--- src/lap3_pkg.sv ---
package lap3_pkg;

    // Line buffer depth (longest supported row).
    localparam int MaxWidth = 1024;
    localparam int AddrW    = $clog2(MaxWidth);
    localparam int WidthW   = $clog2(MaxWidth + 1);

    localparam int FwW      = 11;
    localparam int HeightW  = 16;
    localparam int RowW     = HeightW + 1;   // row counter runs to height + 1
    localparam int CfgDataW = 16;
    localparam int CfgIdxW  = 2;

    localparam int NumLanes = 4;
    localparam int ChanW    = 8;
    localparam int PixW     = NumLanes * ChanW;
    localparam int ChanMax  = 255;

    localparam logic [FwW-1:0]     FwReset = 11'd640;
    localparam logic [HeightW-1:0] FhReset = 16'd480;

    // Configuration register indexes
    localparam logic [CfgIdxW-1:0] CfgFrameWidth     = 2'd0;
    localparam logic [CfgIdxW-1:0] CfgFrameHeight    = 2'd1;
    localparam logic [CfgIdxW-1:0] CfgCenterNegative = 2'd2;

    typedef logic [PixW-1:0] pixel_t;

    // Per-item position info from the counters to the datapath
    typedef struct packed {
        logic emit;
        logic use_up;
        logic use_lf;
        logic use_rt;
        logic use_dn;
        logic last;
    } pos_t;

    // 3x3 cross neighborhood around the output pixel
    typedef struct packed {
        pixel_t up;
        pixel_t lf;
        pixel_t ct;
        pixel_t rt;
        pixel_t dn;
    } win_t;

endpackage

--- src/lap3_lane.sv ---
module lap3_lane (
    input  logic [lap3_pkg::ChanW-1:0] up_chan,
    input  logic [lap3_pkg::ChanW-1:0] lf_chan,
    input  logic [lap3_pkg::ChanW-1:0] ct_chan,
    input  logic [lap3_pkg::ChanW-1:0] rt_chan,
    input  logic [lap3_pkg::ChanW-1:0] dn_chan,
    input  lap3_pkg::pos_t             flags,
    input  logic                       center_negative,
    output logic [lap3_pkg::ChanW-1:0] result
);

    localparam int SumW = lap3_pkg::ChanW + 2;

    logic [SumW-1:0]        nb;
    logic [SumW-1:0]        ct4;
    logic signed [SumW:0]   diff;

    always_comb begin
        nb = SumW'(up_chan & {lap3_pkg::ChanW{flags.use_up}}) +
             SumW'(lf_chan & {lap3_pkg::ChanW{flags.use_lf}}) +
             SumW'(rt_chan & {lap3_pkg::ChanW{flags.use_rt}}) +
             SumW'(dn_chan & {lap3_pkg::ChanW{flags.use_dn}});
        ct4 = {ct_chan, 2'b00};
        if (center_negative) begin
            diff = $signed({1'b0, nb}) - $signed({1'b0, ct4});
        end else begin
            diff = $signed({1'b0, ct4}) - $signed({1'b0, nb});
        end
        priority if (diff < 0) begin
            result = '0;
        end else if (diff > (SumW + 1)'(lap3_pkg::ChanMax)) begin
            result = lap3_pkg::ChanW'(lap3_pkg::ChanMax);
        end else begin
            result = diff[lap3_pkg::ChanW-1:0];
        end
    end

endmodule

--- config.mk ---
export PLATFORM = sky130hd
export DESIGN_NAME = lap3_lane
export DESIGN_NICKNAME = d
export VERILOG_FILES = /design/src/lap3_pkg.sv /design/src/lap3_lane.sv
export SDC_FILE = /design/constraint.sdc
export NUM_CORES = 1
export LEC_CHECK = 0
export BUFFER_PORTS_ARGS = -buffer_cell sky130_fd_sc_hd__buf_2
export CORE_MARGIN = 2
export CORE_UTILIZATION = 49
export DETAILED_ROUTE_END_ITERATION = 12
export PLACE_DENSITY = 0.91
export SLEW_MARGIN = 30
export SYNTH_ARGS = -nofsm -noshare
export SYNTH_HDL_FRONTEND = slang
export SYNTH_SLANG_ARGS = --single-unit
--- constraint.sdc ---
create_clock -name vclk -period 6.51
set_input_delay 1.302 -clock vclk [all_inputs]
set_output_delay 1.302 -clock vclk [all_outputs]
set_load 0.02 [all_outputs]
==> flow_metrics.env <==
export IMPL_p_leak_uw=0.00129
export IMPL_syn_area_um2=1560
export IMPL_power_density_nw_per_um2=333
export IMPL_antenna_found_initial=0
export IMPL_power_total_uw=818
export IMPL_worst_slew_pin_slew_ns=0.397
export IMPL_fp_dieH_um=60.5
export IMPL_grt_max_degree=20
export IMPL_cap_viol_max_count=0
export IMPL_hpwl_um=3350
export IMPL_yosysSeqAreaShare_pct=0
export IMPL_synth_nets=284
export IMPL_syn_area_per_cell_um2=8.02
export IMPL_cp_cell_sequence="buf_8 > and2_4 > fa_1 > inv_1 > fa_1 > inv_2 > ha_4 > a21o_1 > a21oi_2 > nor2b_1 > o21a_1 > nor2_2 > xnor2_2 > inv_1 > ha_2 > mux2_4 > a221oi_4 > buf_4 > a21o_1 > a21oi_2 > or4_4 > o21ai_4 > buf_6"
export IMPL_ctsHoldBuffers=0
export IMPL_violations="setup timing"
export IMPL_critical_path_required_ns=5.21
export IMPL_gp_congestion=0.857
export IMPL_final_cell_area_um2=2460
export IMPL_period_needed_ns=7.19
export IMPL_timing_final_crit_share_pct=110
export IMPL_setup_viol=8
export IMPL_vias=1684
export IMPL_grt_pass1_vias=1741
export IMPL_dpl_cell_area_um2=2270
export IMPL_dp_cells=327
export IMPL_grt_pass1_wl_um=6640
export IMPL_synthCells=195
export IMPL_wl_per_cell_um=12.2
export IMPL_worst_setup_path_end_kind="output port"
export IMPL_status="complete, but fails checks"
export IMPL_place_ws_ns=-0.797
export IMPL_regArea_um2=0
export IMPL_final_nets=382
export IMPL_grt_overflow_total=0
export IMPL_yosysUniqueCellTypes=34
export IMPL_hold_viol_final=0
export IMPL_cp_arrival_ns=5.88
export IMPL_area_delta_synth_final_pct=57.1
export IMPL_grt_util_all_layers_pct=22.4
export IMPL_crit_family="adder cells"
export IMPL_cp_num_buf_inv=6
export IMPL_stdcell_count=335
export IMPL_antenna_cells=0
export IMPL_core_um2=3050
export IMPL_relSlewSlack_pct=73.6
export IMPL_die_area_um2=3660
export IMPL_rsz0062_at_grt="yes"
export IMPL_port_buffers=53
export IMPL_slew_viol_final=0
export IMPL_worstSetupPathType="primary input to output port"
export IMPL_io_pins=55
export IMPL_ant_nets=0
export IMPL_crit_fanout=7
export IMPL_yosysWarnings=0
export IMPL_hp_class="primary input to output port"
export IMPL_wl_um=4080
export IMPL_start_util_pct=51.2
export IMPL_max_stage_delay_ns=0.65
export IMPL_drt_initial_drc_count=87
export IMPL_setup_ws_ns=-0.675
export IMPL_drc=0
export IMPL_cp_start_kind="primary input"
export IMPL_firstDrtPassIters=4
export IMPL_slowest_stage="or4_4"
export IMPL_routed_via_density=5.03
export IMPL_num_rows=20
export IMPL_seq_cell_count=0
export IMPL_fin_util_pct=80.5
export IMPL_fmax_ghz=0.139
export IMPL_n_clock_buffer=0
export IMPL_drive_gt1_share_pct=46.0
export IMPL_die_w_um=60.5
export IMPL_irDropWorstVdd_v=0.000199
what timing repair did:
item / 4_1_cts / 5_1_grt
setup endpoints to repair: 8 / 8
setup buffers: 4 / 4
resized for setup: 20 / 15
pin swaps: 12 / 22
kinds of logic after synthesis:
kind of cell / Yosys count / synth area share (%)
adder cells (fa/ha/maj): 42 / 41.8
AO/OA/AOI/OAI: 42 / 17.6
multiplexers: 4 / 2.96
AND/OR/NAND/NOR: 61 / 21.9
buffers and inverters: 33 / 8.48
XOR/XNOR: 13 / 7.28
layer usage:
layer | track usage (%) | vias up | routed length [um]
met4 | 3.11 | 0 | 21
li1 | - | 838 | -
met3 | 0.426 | 2 | 136
met2 | 46.0 | 45 | 2230
met1 | 26.3 | 799 | 1690
met5 | 0 | - | 0
cell usage in the layout (no fill, tap or decap), types with 3 or more instances in the layout:
cell      netlist  final
nor2b_1         4      4
a21o_1          5      5
nor2_1          6      4
buf_6           1      7
inv_1          31     29
and2_1         27     25
buf_2           1     44
buf_4           0     45
nor3_1          3      3
a211oi_2        1      3
fa_1           17     15
nand2_1        12     12
o21ai_4         0      7
a21oi_2         0      5
a21oi_1        12      7
xnor2_1         8      6
nand3_1         3      3
xor2_1          5      5
ha_2            0      3
ha_1           25     21
metrics by stage:
step	setup TNS (ns)	hold WS (ns)
finish	-5.31	3.26
CTS	-5.92	3.27
global route	-7.53	3.32
global placement	-5.43	3.28
floorplan	-2.19	3.04
detailed placement	-6.30	3.30
cell type report:
type	instances	area, um2
Timing Repair Buffer	98	667
Inverter	31	116
Tap cell	44	55.1
Multi-Input combinational cell	162	1620
Fill cell	205	596
power breakdown:
group,switching [uW],internal (uW)
Clock,0,0
Combinational,409,409
Sequential,0,0
Total,409,409
synth_stat cells (3+ instances only):
library cell	count	area share [%]
nor2b_1	4	1.6
nor2_1	6	1.4
a21oi_1	12	3.8
inv_1	31	7.4
o21ai_1	8	2.6
xnor2_1	8	4.5
o21ai_0	3	0.96
nand2_1	12	2.9
and2_1	27	11
xor2_1	5	2.8
nor3_1	3	0.96
nand3_1	3	0.96
ha_1	25	20
a21o_1	5	2.4
fa_1	17	22
worst paths after layout:
path	startpoint	cells after the start	end	slack [ns]
hold / removal	ct_chan[0]	6	result[2]	3.26
setup / recovery	flags[3]	23	result[4]	-0.68
(Power assumes the default switching activity.)
