[src/lap3_pkg.sv]
package lap3_pkg;

    // Line buffer depth (longest supported row).
    localparam int MaxWidth = 1024;
    localparam int AddrW    = $clog2(MaxWidth);
    localparam int WidthW   = $clog2(MaxWidth + 1);

    localparam int FwW      = 11;
    localparam int HeightW  = 16;
    localparam int RowW     = HeightW + 1;   // row counter runs to height + 1
    localparam int CfgDataW = 16;
    localparam int CfgIdxW  = 2;

    localparam int NumLanes = 4;
    localparam int ChanW    = 8;
    localparam int PixW     = NumLanes * ChanW;
    localparam int ChanMax  = 255;

    localparam logic [FwW-1:0]     FwReset = 11'd640;
    localparam logic [HeightW-1:0] FhReset = 16'd480;

    // Configuration register indexes
    localparam logic [CfgIdxW-1:0] CfgFrameWidth     = 2'd0;
    localparam logic [CfgIdxW-1:0] CfgFrameHeight    = 2'd1;
    localparam logic [CfgIdxW-1:0] CfgCenterNegative = 2'd2;

    typedef logic [PixW-1:0] pixel_t;

    // Per-item position info from the counters to the datapath
    typedef struct packed {
        logic emit;
        logic use_up;
        logic use_lf;
        logic use_rt;
        logic use_dn;
        logic last;
    } pos_t;

    // 3x3 cross neighborhood around the output pixel
    typedef struct packed {
        pixel_t up;
        pixel_t lf;
        pixel_t ct;
        pixel_t rt;
        pixel_t dn;
    } win_t;

endpackage

[src/lap3_ctrl.sv]
module lap3_ctrl (
    input  logic                          aclk,
    input  logic                          aresetn,
    input  logic                          accept,
    input  logic                          cfg_we,
    input  logic [lap3_pkg::CfgIdxW-1:0]  cfg_index,
    input  logic [lap3_pkg::CfgDataW-1:0] cfg_data,
    output logic [lap3_pkg::AddrW-1:0]    addr,
    output lap3_pkg::pos_t                pos,
    output logic                          center_negative
);

    logic [lap3_pkg::FwW-1:0]     fw_reg;
    logic [lap3_pkg::HeightW-1:0] fh_reg;
    logic                         neg_reg;
    logic [lap3_pkg::AddrW-1:0]   col_reg;
    logic [lap3_pkg::RowW-1:0]    row_reg;

    logic [lap3_pkg::WidthW-1:0]  w;
    logic [lap3_pkg::RowW-1:0]    h;
    logic [lap3_pkg::WidthW-1:0]  c;
    logic [lap3_pkg::WidthW-1:0]  c1;
    logic [lap3_pkg::WidthW-1:0]  px;
    logic [lap3_pkg::RowW-1:0]    py;
    logic [lap3_pkg::RowW-1:0]    r_inc;
    logic                         emit_pos;
    logic [lap3_pkg::AddrW-1:0]   col_next;
    logic [lap3_pkg::RowW-1:0]    row_next;

    // effective geometry: width clamped to 1..MaxWidth, height zero taken as 1
    always_comb begin
        priority if (fw_reg == '0) begin
            w = lap3_pkg::WidthW'(1);
        end else if (32'(fw_reg) > lap3_pkg::MaxWidth) begin
            w = lap3_pkg::WidthW'(lap3_pkg::MaxWidth);
        end else begin
            w = lap3_pkg::WidthW'(fw_reg);
        end
        h = (fh_reg == '0) ? lap3_pkg::RowW'(1) : lap3_pkg::RowW'(fh_reg);
    end

    always_comb begin
        c        = (lap3_pkg::WidthW'(col_reg) >= w) ? '0 : lap3_pkg::WidthW'(col_reg);
        emit_pos = (row_reg >= lap3_pkg::RowW'(2)) ||
                   ((row_reg == lap3_pkg::RowW'(1)) && (c != '0));
        px       = (c == '0) ? w - 1'b1 : c - 1'b1;
        py       = (c == '0) ? row_reg - lap3_pkg::RowW'(2) : row_reg - 1'b1;

        pos.emit   = emit_pos && (py < h);
        pos.use_up = (py != '0);
        pos.use_lf = (px != '0);
        pos.use_rt = ((px + 1'b1) < w);
        pos.use_dn = ((py + 1'b1) < h);
        pos.last   = pos.emit && (px == w - 1'b1) && (py == h - 1'b1);

        c1 = c + 1'b1;
        if (c1 >= w) begin
            col_next = '0;
            r_inc    = row_reg + 1'b1;
        end else begin
            col_next = c1[lap3_pkg::AddrW-1:0];
            r_inc    = row_reg;
        end
        row_next = r_inc;
        if (pos.last || (r_inc > h + 1'b1)) begin
            col_next = '0;
            row_next = '0;
        end
    end

    assign addr            = c[lap3_pkg::AddrW-1:0];
    assign center_negative = neg_reg;

    always_ff @(posedge aclk) begin
        if (!aresetn) begin
            fw_reg  <= lap3_pkg::FwReset;
            fh_reg  <= lap3_pkg::FhReset;
            neg_reg <= 1'b0;
            col_reg <= '0;
            row_reg <= '0;
        end else if (cfg_we) begin
            unique case (cfg_index)
                lap3_pkg::CfgFrameWidth: begin
                    fw_reg  <= cfg_data[lap3_pkg::FwW-1:0];
                    col_reg <= '0;
                    row_reg <= '0;
                end
                lap3_pkg::CfgFrameHeight: begin
                    fh_reg  <= cfg_data[lap3_pkg::HeightW-1:0];
                    col_reg <= '0;
                    row_reg <= '0;
                end
                lap3_pkg::CfgCenterNegative: begin
                    neg_reg <= cfg_data[0];
                end
                default: begin
                end
            endcase
        end else if (accept) begin
            col_reg <= col_next;
            row_reg <= row_next;
        end
    end

endmodule

[config.mk]
export PLATFORM = sky130hd
export DESIGN_NAME = lap3_ctrl
export DESIGN_NICKNAME = d
export VERILOG_FILES = /design/src/lap3_pkg.sv /design/src/lap3_ctrl.sv
export SDC_FILE = /design/constraint.sdc
export NUM_CORES = 1
export LEC_CHECK = 0
export BUFFER_PORTS_ARGS = -buffer_cell sky130_fd_sc_hd__buf_2
export CAP_MARGIN = 10
export CORE_MARGIN = 10
export CORE_UTILIZATION = 55
export CTS_BUF_LIST = sky130_fd_sc_hd__clkbuf_4 sky130_fd_sc_hd__clkbuf_8 sky130_fd_sc_hd__clkbuf_16
export CTS_CLUSTER_SIZE = 16
export DETAILED_ROUTE_END_ITERATION = 7
export HOLD_SLACK_MARGIN = 0.12
export PLACE_DENSITY = 0.83
export SETUP_SLACK_MARGIN = 0.1
export SYNTH_ARGS = -nofsm -noshare
export SYNTH_HDL_FRONTEND = slang
export SYNTH_SLANG_ARGS = --single-unit
[constraint.sdc]
create_clock -name aclk -period 8.5 [get_ports aclk]
set_input_delay 2.125 -clock aclk [delete_from_list [all_inputs] [get_ports aclk]]
set_output_delay 2.125 -clock aclk [all_outputs]
set_load 0.02 [all_outputs]
==> flow_summary.ini <==
[setup_path]
worstSetupEndpointType = output pin
crit_slowest_cell = or4_4
cp.depth = 27
crit_buf_inv = 3
cp.arrival_ns = 6.09
path_max_fanout = 10
slowest_delay_ns = 0.48
worst-r2r-cell-count = 33
crit_family = simple AND/OR/NAND/NOR gates
crit_type = reg -> out
worstSetupStartpointType = register
cp.required_ns = 6.38

[floorplan]
ios = 39
rows = 43
core_area_mm2 = 0.01372
fp.dieH_um = 137.9
initial_core_util = 0.5570
die_width_um = 137.9
fp.dieArea_mm2 = 0.01901

[logic_synthesis]
synth_edf_count = 0
synth_area_per_cell_um2 = 7.528
syn_inst = 1015
syn_area_mm2 = 0.007641
seq_area_frac_synth = 0.1441
syn-num-nets = 1133
synthFlopType = dfxtp_1
ys_ff_latch = 55
yosys_warnings = 0
postSynth.asyncResetShare = 0
yosysUniqueCellTypes = 92

[detailed_routing]
drt-vias-per-instance = 6.553
drc = 1
ant_nets = 0
dr.pass1.iters = 8
drt_iter0_markers = 1168
finalWirelength_um = 23800
routed-via-count = 8027
wl_per_cell_um = 19.43

[clock_tree]
cts-root-buf = clkbuf_16
cts_hold_buf = 0
cts_buffer_depth = 2
clock_latency_ns = 0.31
cts_buffers = 5
htree_levels = 2
clock_sink_count = 55
clk_pin_slew_ns = 0.06
cts_tree = yes

[global_route]
use_met2 = 0.3808
grt_pass1_wl_um = 37470
grt_overflow = 0
grt_most_used_layer = met2
gr-usage-met1 = 0.3386
antenna_found_initial = 0
track_usage = 0.2452
grt_pass1_vias = 7244
grt_max_degree = 26
grtUsageMet3 = 0.05072

[final_layout]
final_cells = 1225
nFillCells = 1210
largest_reg_flops = 17
layout-drive-gt1-share = 0.1426
antenna_cells = 0
area_growth_pct = 10.50
final_nets = 1164

[sta]
post-route-period-util = 0.9662
maxSlewHeadroom = 0.3598
rsz0062_at_grt = true
setup_viol = 0
worst_slew_pin_slew_ns = 0.9361
fin_skew_ns = 0.008793
finalCriticalPeriod_ns = 8.213
setup_ws_ns = 0.2875
slew_violations = 0
finalHoldViolCount = 0
fmax_mhz = 121.8
holdWs_ns = 0.4924

[power]
ir_drop_v = 0.0001076
leakage_nw = 3.466
powerDensity_mw_per_mm2 = 98.90

[placement]
post-place-ws_ns = 0.1544
gp_congestion = 1.016
numPortBuffers = 38
place_inst = 1211
hpwl_um = 18640

[status]
violations = design-rule violations
status = finished, violations left

[run]
drv_cap = 0

[hold_path]
worstHoldPathCells = 2
worstHoldPathType = reg -> reg
## kinds of logic (layout without fill, tap and decap cells)
kind of cell / count (synthesis) / count (layout) / synth area share
xor+xnor: 106 / 106 / 0.1371
flops: 55 / 55 / 0.1441
mux: 6 / 6 / 0.008187
fa+ha+maj: 96 / 96 / 0.1572
buf+inv: 101 / 130 / 0.05223
compound gates: 235 / 236 / 0.2191
simple gates: 416 / 416 / 0.2821
## tightest hold or removal path, stage by stage (launching register included)
cell and delay [ns]:
dfxtp_1 0.33, nand2_1 0.06, a21oi_1 0.05
## Yosys cell counts, drive strengths merged, types with 6 or more instances
| cell | n | area, um2 |
|---|---|---|
| a2111oi | 8 | 78.82 |
| a211oi | 12 | 112.6 |
| a21o | 13 | 97.59 |
| a21oi | 60 | 315.3 |
| a31oi | 16 | 106.4 |
| a32o | 10 | 100.1 |
| a41oi | 8 | 70.07 |
| and2 | 12 | 75.08 |
| and3 | 9 | 56.30 |
| buf | 12 | 65.06 |
| clkbuf | 38 | 142.6 |
| dfxtp | 55 | 1101 |
| ha | 96 | 1201 |
| inv | 50 | 187.7 |
| nand2 | 139 | 538.0 |
| nand2b | 11 | 68.82 |
| nand3 | 41 | 210.2 |
| nand4 | 36 | 225.2 |
| nor2 | 66 | 252.7 |
| nor2b | 9 | 56.30 |
| nor3 | 34 | 201.5 |
| nor4 | 21 | 165.2 |
| o211ai | 9 | 81.33 |
| o21a | 16 | 120.1 |
| o21ai | 40 | 211.5 |
| o31ai | 8 | 60.06 |
| or2 | 6 | 37.54 |
| or3 | 7 | 48.80 |
| or4 | 8 | 63.81 |
| xnor2 | 75 | 671.9 |
| xnor3 | 7 | 157.7 |
| xor2 | 24 | 217.7 |
## repair_timing
action / CTS / global route
gates resized for setup: 4 / 33
setup endpoints to repair: 3 / 3
buffers inserted: 2 / 5
pin swaps: 3 / 6
cloned: 1 / 0
## metal layers
| layer | wire length (um) | up-vias |
|---|---|---|
| li1 | - | 3769 |
| met1 | 10020 | 3680 |
| met2 | 10560 | 501 |
| met3 | 2564 | 77 |
| met4 | 658 | 0 |
| met5 | 0 | - |
## where the power goes
part / internal (mW) / leakage (nW) / total (mW) / switching [mW]
clock: 0.110 / 0.0662 / 0.206 / 0.0964
sequential: 0.263 / 0.446 / 0.272 / 0.00912
combinational: 0.149 / 2.95 / 0.357 / 0.208
## worst paths after layout
| path | end | start | slack [ns] |
|---|---|---|---|
| worst max register to register | col_reg[0] | fw_reg[9] | 1.15 |
| worst min register to register | fw_reg[0] | fw_reg[0] | 0.49 |
| worst min-delay path | fw_reg[0] | fw_reg[0] | 0.49 |
| worst max-delay path | pos[0] | fw_reg[9] | 0.29 |
## cell usage in the layout, fill, tap and decap left out, drive strengths merged, types with 6 or more instances in the layout
master	instances
or4	8
a31oi	16
o21a	16
nand2b	11
xnor2	75
and3	9
nor3	34
a41oi	8
nor2b	9
ha	96
clkbuf	6
dfxtp	55
or2	6
o211ai	9
xor2	24
nand2	139
a21oi	60
and2	12
o31ai	8
a2111oi	8
o21ai	40
a21o	13
nand4	36
nand3	41
inv	50
a32o	10
buf	73
or3	7
xnor3	7
nor2	66
nor4	21
a211oi	13
## area by class of cell
cell class	instances	area, um2	share of cell area
Clock buffer	6	132.6	0.01571
Multi-Input combinational cell	860	6331	0.7499
Sequential cell	55	1102	0.1306
Inverter	51	191.4	0.02267
Tap cell	180	225.2	0.02667
Timing Repair Buffer	73	460.4	0.05453
## through the flow
| step | instance area, um2 | power, mW | utilization | TNS, ns |
|---|---|---|---|---|
| after floorplan | 7647 | 0.5186 | - | 0 |
| after global placement | 8065 | 0.5957 | 0.5879 | 0 |
| after detailed placement | 8065 | 0.6038 | 0.5879 | 0 |
| after CTS | 8245 | 0.8101 | 0.6010 | 0 |
| after global routing | 8443 | 0.8772 | 0.6154 | -0.02214 |
| final | 8443 | 0.8351 | 0.6154 | 0 |
Power figures use the tool's default switching activity.
